==> src/rtl/tgc_pkg.sv <==
package tgc_pkg;

    localparam int unsigned TGC_QUEUE_DEPTH = 4;
    localparam int unsigned EVT_W = 6;

    // Register indexes on the configuration port.
    localparam logic [2:0] CFG_DTAP_WINDOW = 3'd0;
    localparam logic [2:0] CFG_TAP_MAX     = 3'd1;
    localparam logic [2:0] CFG_PULSE_PER   = 3'd2;
    localparam logic [2:0] CFG_PULSE_START = 3'd3;
    localparam logic [2:0] CFG_PULSE_END   = 3'd4;
    localparam logic [2:0] CFG_DEEP        = 3'd5;
    localparam logic [2:0] CFG_CARESS      = 3'd6;

    // Register values after reset.
    localparam logic [15:0] RST_DTAP_WINDOW = 16'd800;
    localparam logic [15:0] RST_TAP_MAX     = 16'd700;
    localparam logic [15:0] RST_PULSE_PER   = 16'd1000;
    localparam logic [15:0] RST_PULSE_START = 16'd3000;
    localparam logic [15:0] RST_PULSE_END   = 16'd8000;
    localparam logic [15:0] RST_DEEP        = 16'd8000;
    localparam logic [15:0] RST_CARESS      = 16'd15000;

    // Gesture codes.
    localparam logic [2:0] GEST_TAP       = 3'd0;
    localparam logic [2:0] GEST_DOUBLE    = 3'd1;
    localparam logic [2:0] GEST_SUSTAINED = 3'd2;
    localparam logic [2:0] GEST_PULSE     = 3'd3;
    localparam logic [2:0] GEST_DEEP      = 3'd4;
    localparam logic [2:0] GEST_CARESS    = 3'd5;

    // Events raised by one tick; bit position equals the gesture code, so the
    // lowest set bit is always the next event to deliver.
    typedef struct packed {
        logic caress;
        logic deep;
        logic pulse;
        logic sus;
        logic dbl;
        logic tap;
    } t_tick_rec;

    typedef struct packed {
        logic      valid;
        t_tick_rec rec;
    } t_push;

    typedef struct packed {
        logic full;
        logic empty;
    } t_q_stat;

endpackage

==> src/rtl/tgc_front.sv <==
module tgc_front (
    input  logic             i_clk,
    input  logic             i_rst_n,
    input  logic             i_cfg_we,
    input  logic [2:0]       i_cfg_idx,
    input  logic [15:0]      i_cfg_data,
    input  logic             i_valid,
    output logic             o_stall,
    input  logic [15:0]      i_elapsed_ms,
    input  logic             i_tap_seen,
    input  logic             i_sustained_seen,
    input  logic             i_pressed,
    input  logic [31:0]      i_press_duration_ms,
    input  tgc_pkg::t_q_stat i_q_stat,
    output tgc_pkg::t_push   o_push
);
    import tgc_pkg::*;

    logic [15:0] r_dtap_window, r_tap_max, r_pulse_per, r_pulse_start;
    logic [15:0] r_pulse_end, r_deep, r_caress;

    logic        r_held, n_held;
    logic [16:0] r_ctime, n_ctime;
    logic        r_wopen, n_wopen;
    logic [15:0] r_wleft, n_wleft;
    logic        r_hold, n_hold;
    logic        r_deep_done, n_deep_done;
    logic        r_caress_done, n_caress_done;
    logic [15:0] r_pleft, n_pleft;

    t_tick_rec   rec;
    logic        accept;
    logic        four_before;

    assign o_stall = i_q_stat.full;
    assign accept  = i_valid && !o_stall;

    always_comb begin
        n_held        = r_held;
        n_ctime       = r_ctime;
        n_wopen       = r_wopen;
        n_wleft       = r_wleft;
        n_hold        = r_hold;
        n_deep_done   = r_deep_done;
        n_caress_done = r_caress_done;
        n_pleft       = r_pleft;
        rec           = '0;
        four_before   = 1'b0;

        // Tap handling: a tap inside an open window is a double tap.
        if (i_tap_seen) begin
            if (n_wopen) begin
                n_held  = 1'b0;
                n_ctime = '0;
                n_wopen = 1'b0;
                n_wleft = '0;
                rec.dbl = 1'b1;
            end else if (!n_held) begin
                n_held  = 1'b1;
                n_ctime = '0;
            end
        end

        // Timing of the candidate press.
        if (n_held) begin
            if (!i_pressed) begin
                if (n_ctime <= {1'b0, r_tap_max}) begin
                    n_wopen = 1'b1;
                    n_wleft = r_dtap_window;
                end
                n_held  = 1'b0;
                n_ctime = '0;
            end else if (n_ctime <= {1'b0, r_tap_max}) begin
                n_ctime = n_ctime + {1'b0, i_elapsed_ms};
            end else begin
                n_held  = 1'b0;
                n_ctime = '0;
            end
        end

        // Window expiry gives a single tap.
        if (n_wopen) begin
            if (n_wleft <= i_elapsed_ms) begin
                n_wopen = 1'b0;
                n_wleft = '0;
                rec.tap = 1'b1;
            end else begin
                n_wleft = n_wleft - i_elapsed_ms;
            end
        end

        if (i_sustained_seen) begin
            n_hold        = 1'b1;
            n_deep_done   = 1'b0;
            n_caress_done = 1'b0;
            n_pleft       = r_pulse_per;
            rec.sus       = 1'b1;
        end

        if (n_hold) begin
            if (!i_pressed) begin
                n_hold        = 1'b0;
                n_deep_done   = 1'b0;
                n_caress_done = 1'b0;
            end else begin
                if (i_press_duration_ms >= {16'd0, r_pulse_start} &&
                    i_press_duration_ms < {16'd0, r_pulse_end}) begin
                    if (n_pleft <= i_elapsed_ms) begin
                        n_pleft   = r_pulse_per;
                        rec.pulse = 1'b1;
                    end else begin
                        n_pleft = n_pleft - i_elapsed_ms;
                    end
                end
                if (!n_deep_done && i_press_duration_ms >= {16'd0, r_deep}) begin
                    n_deep_done = 1'b1;
                    rec.deep    = 1'b1;
                end
                // Only four events fit in one tick; caress then waits a tick.
                four_before = (rec.tap || rec.dbl) && rec.sus && rec.pulse && rec.deep;
                if (!n_caress_done && i_press_duration_ms >= {16'd0, r_caress} &&
                    !four_before) begin
                    n_caress_done = 1'b1;
                    rec.caress    = 1'b1;
                end
            end
        end
    end

    assign o_push.valid = accept && (rec != '0);
    assign o_push.rec   = rec;

    always_ff @(posedge i_clk) begin
        if (!i_rst_n) begin
            r_held        <= 1'b0;
            r_ctime       <= '0;
            r_wopen       <= 1'b0;
            r_wleft       <= '0;
            r_hold        <= 1'b0;
            r_deep_done   <= 1'b0;
            r_caress_done <= 1'b0;
            r_pleft       <= '0;
        end else if (accept) begin
            r_held        <= n_held;
            r_ctime       <= n_ctime;
            r_wopen       <= n_wopen;
            r_wleft       <= n_wleft;
            r_hold        <= n_hold;
            r_deep_done   <= n_deep_done;
            r_caress_done <= n_caress_done;
            r_pleft       <= n_pleft;
        end
    end

    always_ff @(posedge i_clk) begin
        if (!i_rst_n) begin
            r_dtap_window <= RST_DTAP_WINDOW;
            r_tap_max     <= RST_TAP_MAX;
            r_pulse_per   <= RST_PULSE_PER;
            r_pulse_start <= RST_PULSE_START;
            r_pulse_end   <= RST_PULSE_END;
            r_deep        <= RST_DEEP;
            r_caress      <= RST_CARESS;
        end else if (i_cfg_we) begin
            unique case (i_cfg_idx)
                CFG_DTAP_WINDOW: r_dtap_window <= i_cfg_data;
                CFG_TAP_MAX:     r_tap_max     <= i_cfg_data;
                CFG_PULSE_PER:   r_pulse_per   <= i_cfg_data;
                CFG_PULSE_START: r_pulse_start <= i_cfg_data;
                CFG_PULSE_END:   r_pulse_end   <= i_cfg_data;
                CFG_DEEP:        r_deep        <= i_cfg_data;
                CFG_CARESS:      r_caress      <= i_cfg_data;
                default: begin
                end
            endcase
        end
    end

endmodule

==> src/rtl/tgc_queue.sv <==
module tgc_queue #(
    parameter int unsigned DEPTH = tgc_pkg::TGC_QUEUE_DEPTH
) (
    input  logic               i_clk,
    input  logic               i_rst_n,
    input  tgc_pkg::t_push     i_push,
    input  logic               i_pop,
    output tgc_pkg::t_tick_rec o_head,
    output tgc_pkg::t_q_stat   o_stat
);
    import tgc_pkg::*;

    localparam int unsigned PTR_W = (DEPTH > 1) ? $clog2(DEPTH) : 1;
    localparam int unsigned CNT_W = $clog2(DEPTH + 1);
    localparam logic [PTR_W-1:0] LAST_PTR = PTR_W'(DEPTH - 1);

    t_tick_rec        r_mem [DEPTH];
    logic [PTR_W-1:0] r_wr_ptr;
    logic [PTR_W-1:0] r_rd_ptr;
    logic [CNT_W-1:0] r_count;

    assign o_head       = r_mem[r_rd_ptr];
    assign o_stat.full  = (r_count == CNT_W'(DEPTH));
    assign o_stat.empty = (r_count == '0);

    always_ff @(posedge i_clk) begin
        if (i_push.valid) begin
            r_mem[r_wr_ptr] <= i_push.rec;
        end
    end

    always_ff @(posedge i_clk) begin
        if (!i_rst_n) begin
            r_wr_ptr <= '0;
            r_rd_ptr <= '0;
            r_count  <= '0;
        end else begin
            if (i_push.valid) begin
                r_wr_ptr <= (r_wr_ptr == LAST_PTR) ? '0 : r_wr_ptr + PTR_W'(1);
            end
            if (i_pop) begin
                r_rd_ptr <= (r_rd_ptr == LAST_PTR) ? '0 : r_rd_ptr + PTR_W'(1);
            end
            if (i_push.valid && !i_pop) begin
                r_count <= r_count + CNT_W'(1);
            end else if (i_pop && !i_push.valid) begin
                r_count <= r_count - CNT_W'(1);
            end
        end
    end

endmodule

==> src/rtl/tgc_back.sv <==
module tgc_back (
    input  logic               i_clk,
    input  logic               i_rst_n,
    input  tgc_pkg::t_tick_rec i_head,
    input  tgc_pkg::t_q_stat   i_q_stat,
    output logic               o_pop,
    output logic               o_valid,
    input  logic               i_stall,
    output logic [2:0]         o_gesture,
    output logic               o_last_of_tick
);
    import tgc_pkg::*;

    logic [EVT_W-1:0] r_work;
    logic             r_valid;
    logic [2:0]       r_gesture;
    logic             r_last;

    logic [EVT_W-1:0] src;
    logic [EVT_W-1:0] rest;
    logic [2:0]       idx;
    logic             have;
    logic             slot;
    logic             adv;

    assign src  = (r_work != '0) ? r_work : i_head;
    assign have = (r_work != '0) || !i_q_stat.empty;
    assign slot = !r_valid || !i_stall;
    assign adv  = slot && have;
    assign rest = src & (src - EVT_W'(1));

    always_comb begin
        idx = GEST_TAP;
        for (int i = EVT_W - 1; i >= 0; i--) begin
            if (src[i]) begin
                idx = 3'(i);
            end
        end
    end

    assign o_pop          = adv && (r_work == '0);
    assign o_valid        = r_valid;
    assign o_gesture      = r_gesture;
    assign o_last_of_tick = r_last;

    always_ff @(posedge i_clk) begin
        if (!i_rst_n) begin
            r_valid <= 1'b0;
            r_work  <= '0;
        end else if (adv) begin
            r_valid <= 1'b1;
            r_work  <= rest;
        end else if (!i_stall) begin
            r_valid <= 1'b0;
        end
    end

    always_ff @(posedge i_clk) begin
        if (adv) begin
            r_gesture <= idx;
            r_last    <= (rest == '0);
        end
    end

endmodule

==> src/rtl/touch_gesture_classifier_core.sv <==
// An accepted tick is written into the event queue; its first gesture is then registered
// into the output register, where it transfers once the output is not stalled.
// Throughput: one tick per cycle enters the event queue while it is not full; gestures
// leave one per cycle unless the output stalls; a tick raises zero to four events.
// The output register and the event queue set this rate; a full queue stalls input.
// Reset is synchronous and active low: timing state, queue and output clear, and
// the seven configuration registers return to their default values.
module touch_gesture_classifier_core #(
    parameter int unsigned QUEUE_DEPTH = tgc_pkg::TGC_QUEUE_DEPTH
) (
    input  logic        i_clk,
    input  logic        i_rst_n,
    // Configuration write port, 16-bit registers indexed in order.
    input  logic        i_cfg_we,
    input  logic [2:0]  i_cfg_idx,
    input  logic [15:0] i_cfg_data,
    // Tick input channel.
    input  logic        i_valid,
    output logic        o_stall,
    input  logic [15:0] i_elapsed_ms,
    input  logic        i_tap_seen,
    input  logic        i_sustained_seen,
    input  logic        i_pressed,
    input  logic [31:0] i_press_duration_ms,
    // Gesture output channel.
    output logic        o_valid,
    input  logic        i_stall,
    output logic [2:0]  o_gesture,
    output logic        o_last_of_tick
);
    import tgc_pkg::*;

    // The front end holds all gesture timing state and the configuration.
    // Each accepted tick is classified combinationally into a set of raised
    // events, one bit per gesture code. Ticks that raise nothing leave no
    // trace beyond the state update.
    t_push     push;
    t_q_stat   q_stat;
    t_tick_rec head;
    logic      pop;

    tgc_front u_front (
        .i_clk              (i_clk),
        .i_rst_n            (i_rst_n),
        .i_cfg_we           (i_cfg_we),
        .i_cfg_idx          (i_cfg_idx),
        .i_cfg_data         (i_cfg_data),
        .i_valid            (i_valid),
        .o_stall            (o_stall),
        .i_elapsed_ms       (i_elapsed_ms),
        .i_tap_seen         (i_tap_seen),
        .i_sustained_seen   (i_sustained_seen),
        .i_pressed          (i_pressed),
        .i_press_duration_ms(i_press_duration_ms),
        .i_q_stat           (q_stat),
        .o_push             (push)
    );

    // The queue decouples classification from delivery, so the front end keeps
    // taking ticks while a multi-event tick drains on the output side.
    tgc_queue #(
        .DEPTH(QUEUE_DEPTH)
    ) u_queue (
        .i_clk  (i_clk),
        .i_rst_n(i_rst_n),
        .i_push (push),
        .i_pop  (pop),
        .o_head (head),
        .o_stat (q_stat)
    );

    // The back end peels off the lowest raised event into the output register each
    // cycle that the output is not stalled, which gives the file order since bit
    // position equals gesture code. The final event of each tick carries the last flag.
    tgc_back u_back (
        .i_clk         (i_clk),
        .i_rst_n       (i_rst_n),
        .i_head        (head),
        .i_q_stat      (q_stat),
        .o_pop         (pop),
        .o_valid       (o_valid),
        .i_stall       (i_stall),
        .o_gesture     (o_gesture),
        .o_last_of_tick(o_last_of_tick)
    );

endmodule

==> config.mk <==
export PLATFORM = sky130hd
export DESIGN_NAME = touch_gesture_classifier_core
export DESIGN_NICKNAME = d
export VERILOG_FILES = /design/src/rtl/tgc_pkg.sv /design/src/rtl/tgc_front.sv /design/src/rtl/tgc_queue.sv /design/src/rtl/tgc_back.sv /design/src/rtl/touch_gesture_classifier_core.sv
export SDC_FILE = /design/constraint.sdc
export NUM_CORES = 1
export LEC_CHECK = 0
export ABC_CLOCK_PERIOD_IN_PS = 9350
export BUFFER_PORTS_ARGS = -buffer_cell sky130_fd_sc_hd__buf_4
export CORE_MARGIN = 10
export CORE_UTILIZATION = 62
export DETAILED_ROUTE_END_ITERATION = 12
export GPL_ROUTABILITY_DRIVEN = 1
export PLACE_DENSITY_LB_ADDON = 0.12
export SETUP_SLACK_MARGIN = 0.5
export SLEW_MARGIN = 15
export SYNTH_ARGS = -nofsm -noshare
export SYNTH_HDL_FRONTEND = slang
export SYNTH_HIERARCHICAL = 1
export SYNTH_SLANG_ARGS = --single-unit
==> constraint.sdc <==
create_clock -name i_clk -period 9.35 [get_ports i_clk]
set_input_delay 1.4025 -clock i_clk [delete_from_list [all_inputs] [get_ports i_clk]]
set_output_delay 1.4025 -clock i_clk [all_outputs]
set_load 0.1 [all_outputs]
==> reports/results.env <==
MAPPEDNETLISTAREA_SQ_MM=0.0129
FINALHOLDVIOLCOUNT=0
STARTING_DENSITY_OF_THE_CORE_PCT=63.5
VDD_IR_DROP_MAX_mV=0.144
POST_CTS.REPAIR.SETUP_BUFFERS=0
POSTSYNTH.TOPFLOPCELL='dfxtp_1'
DRT-PASS1-ITER-COUNT=8
INTERNAL_POWER_mW=1.87
SYNTH_AREA_PER_CELL_SQ_UM=8.23
LEAKAGEPOWER_nW=6.05
POWER_SWITCHING_SHARE_PCT=32.9
FINALCOREUTILIZATION_PCT=71.2
MAX_CAP_VIOL_COUNT=0
FLOORPLAN.CORE_AREA_SQ_MM=0.0204
LAYOUT.CELL_AREA.NON_FILLER_SQ_MM=0.0145
YOSYSWARNINGS=6
BOUNDARYPINS=81
GLOBAL_ROUTE.USAGE.TOTAL_PCT=27.3
STDCELL_COUNT=1912
POST_SYNTH_NET_TOTAL=1785
OUTCOME='finished, final reports clean'
DETAIL_ROUTE.WIRELENGTH_UM=37700
TIMING.FINAL.CRIT_PERIOD_NS=7.52
VIA_COUNT_OF_THE_ROUTED_DESIGN=11622
ANTENNA_LEFT=0
CRITPATHKIND='input port to flip-flop'
PLACED_CELL_AREA_SQ_MM=0.0137
CTS_HOLD_BUFFERS=0
ROUTE.DETAILED.DRC=0
TIGHTESTPINTRANSITION_NS=0.955
POST_DRT_WL_PER_CELL_UM=19.7
CLK_PIN_SLEW_NS=0.06
TIMING.CRITICAL_PATH.TO_TYPE='flip-flop'
VIA_COUNT_OF_THE_FIRST_GLOBAL_ROUTING_PASS=11236
COMBINATIONALPOWERSHARE_PCT=28.0
FINAL.SETUP_SKEW_NS=0.0152
PLACE.GP.CONGESTION=0.944
RSZ0062_AT_GRT='no'
TRITONCTS='built'
CLOCK_ROOT_BUFFER='clkbuf_16'
SHARE_SEQ_OF_TOTAL_POWER_PCT=37.3
FMAXACHIEVABLE_MHz=133
FINAL-MAX-SLEW-VIOLATION-COUNT=0
HOLDCRITPATHCLASS='flip-flop to flip-flop'
GRT_PASS1_WL_UM=59700
SYN2LAYOUT_AREA_GROWTH_PCT=12.1
CRITICAL-PATH-SLOWEST-CELL='o32ai_4'
DPL.HPWL_UM=27000
DRIVE_ABOVE_1_SHARE_PCT=11.2
SLEW_HEADROOM_PCT=36.1
CRITPATHREQUIREDTIME_NS=9.80
POWER_PER_CELL_AREA_mW_PER_MM2=192
CHIP_WIDTH_UM=164
SETUP_TOTAL_NEGATIVE_SLACK_NS=0
CRIT_PATH_FREQUENT_CELL='ha_1'
CLOCK_PATH_BUFFERS=3
WORST-ENDPOINT-ARRIVAL_NS=7.97
CLOCK_SINK_COUNT=209
P_CLK_SHARE_PCT=34.8
DRT_FIRST_ITER_VIOLATIONS=1102
TIMING.FINAL.CRIT_SHARE_PCT=80.4
CPPEAKSTAGEDELAY_NS=0.63
SYNTH_CELLS=1573
NUM_ROWS=52
FINALSETUPVIOLCOUNT=0
SYNTH-SEQ-CELLS=209
GRT_ANTENNA_BEFORE_REPAIR=0
YS_TYPES=80
SYNTH-SEQ-AREA-SHARE_PCT=34.5
OVERFLOW=0
ANTENNADIODECOUNT=0
MAXIMUM_FANOUT_ALONG_THE_WORST_PATH=19
NETSWITCHINGPOWER_uW=915
FP.DIEAREA_SQ_MM=0.0271
VIASPERCELL=6.08
POST_CTS_RESIZED=0
SYNTH-ASYNC-RESET-RATIO_PCT=0
CTS_INSERTED_BUFFERS=23
DIE_H_UM=164
CTSHTREEMAXLEVEL=1
LARGEST_NET_DEGREE_AT_THE_START_OF_GLOBAL_ROUTING=81
SYNTH_ENABLE_FLOP_CELLS=28
PORT-BUFFER-COUNT=80
NETS=1838
TOTAL_POWER_mW=2.78
WORST_SETUP_PATH_START_KIND='input port'
DP.CELLS=1871
CLOCK_LATENCY_NS=0.52
-- layer usage --
metal / part of all wire (%) / up-vias / global-route usage [%] / routed length, um
met5: 0 / - / 0 / 0
met4: 2.9 / 0 / 8.33 / 1080
met3: 7.4 / 75 / 3.96 / 2770
met2: 48 / 406 / 45.9 / 17900
met1: 42 / 5483 / 35.7 / 15900
li1: - / 5658 / - / -
-- through the flow --
step	hold slack (ns)	setup WS [ns]
floorplan	0.417	2.37
global placement	0.442	1.53
detailed placement	0.447	1.41
CTS	0.455	1.91
global route	0.477	1.42
finish	0.453	1.83
-- cells in the final DEF, fill, tap and decap left out, drive strengths merged, types with 12 or more instances in the layout --
| cell type | count |
|---|---|
| nor3 | 16 |
| o21ai | 90 |
| a21o | 14 |
| and3 | 12 |
| nand2b | 18 |
| and2 | 39 |
| xnor2 | 18 |
| dfxtp | 181 |
| nand3 | 42 |
| ha | 133 |
| a211oi | 17 |
| mux2 | 19 |
| inv | 121 |
| edfxtp | 28 |
| buf | 94 |
| nand2 | 282 |
| nor2b | 20 |
| a21oi | 152 |
| clkbuf | 34 |
| o211ai | 41 |
| nor2 | 71 |
| xor2 | 17 |
| nand4 | 14 |
-- kinds of logic after synthesis --
| kind of cell | share of synthesized area, % |
|---|---|
| xor gates and xnor gates | 2.37 |
| DFF | 34.5 |
| buffers and inverters | 5.82 |
| muxes | 3.55 |
| AOI/OAI and AO/OA | 20.7 |
| and+or+nand+nor | 19.6 |
| adders and majority gates | 13.5 |
-- worst max-delay path, delay by kind of cell --
family	cells	cell delay [ns]
compound gates	10	2.75
xor+xnor	1	0.16
fa+ha+maj	4	1.30
buf+inv	4	0.59
simple gates	7	1.77
-- power groups by stage --
stage / Combinational (mW) / Sequential [mW] / Clock, mW
global placement: 0.743 / 1.05 / 0
global route: 0.848 / 1.05 / 1.01
floorplan: 0.521 / 1.11 / 0
CTS: 0.770 / 1.04 / 0.975
finish: 0.779 / 1.04 / 0.968
detailed placement: 0.764 / 1.06 / 0
-- cell usage after synthesis (7+ instances only) --
library cell,n,area share [%]
a211oi_1,16,0.93
nand3_1,42,1.6
a21oi_1,152,5.9
a31oi_1,11,0.53
ha_1,133,13
nor2_1,70,2.0
nor2b_1,20,0.97
xor2_1,17,1.2
edfxtp_1,28,6.5
xnor2_1,18,1.2
mux2i_1,11,0.85
mux2_2,19,1.7
o21a_1,9,0.52
nor4_1,10,0.48
a21o_1,14,0.81
clkbuf_1,52,1.5
nor3_1,15,0.58
inv_1,119,3.5
nand4_1,14,0.68
and2_1,37,1.8
o211ai_1,41,2.4
a22o_1,11,0.74
nand2_1,282,8.2
dfxtp_1,181,28
o21ai_0,87,3.4
nand2b_1,18,0.87
o31ai_1,8,0.46
a31o_2,7,0.47
and3_1,12,0.58
-- final cells by class --
| cell class | count | area, sq um |
|---|---|---|
| multi-input combinational | 1178 | 7740 |
| timing repair buffer | 94 | 706 |
| sequential | 209 | 4460 |
| clock buffer | 34 | 689 |
| clock inverter | 7 | 116 |
| tap | 270 | 338 |
| inverter | 120 | 450 |
| fill | 1686 | 5860 |
-- worst paths after layout --
check                    start                 end  slack, ns  cells past startpoint
min reg2reg  u_front/r_deep[2]   u_front/r_deep[2]       0.45                      2
max                 i_tap_seen  u_queue/r_count[2]       1.83                     26
max reg2reg    u_front/r_wopen  u_queue/r_count[2]       2.39                     25
min          u_front/r_deep[2]   u_front/r_deep[2]       0.45                      2
-- state kept, by name (all words and copies together), names as in the netlist, 2 cells and up, named ones only --
| register | count |
|---|---|
| u_back/o_gesture | 3 |
| u_back/r_work | 5 |
| u_front/r_caress | 16 |
| u_front/r_ctime | 17 |
| u_front/r_deep | 16 |
| u_front/r_dtap_window | 16 |
| u_front/r_pleft | 16 |
| u_front/r_pulse_end | 16 |
| u_front/r_pulse_per | 16 |
| u_front/r_pulse_start | 16 |
| u_front/r_tap_max | 16 |
| u_front/r_wleft | 16 |
| u_queue/r_count | 3 |
| u_queue/r_mem | 24 |
| u_queue/r_rd_ptr | 2 |
| u_queue/r_wr_ptr | 2 |
No activity file was read; power rests on OpenSTA's default activity.
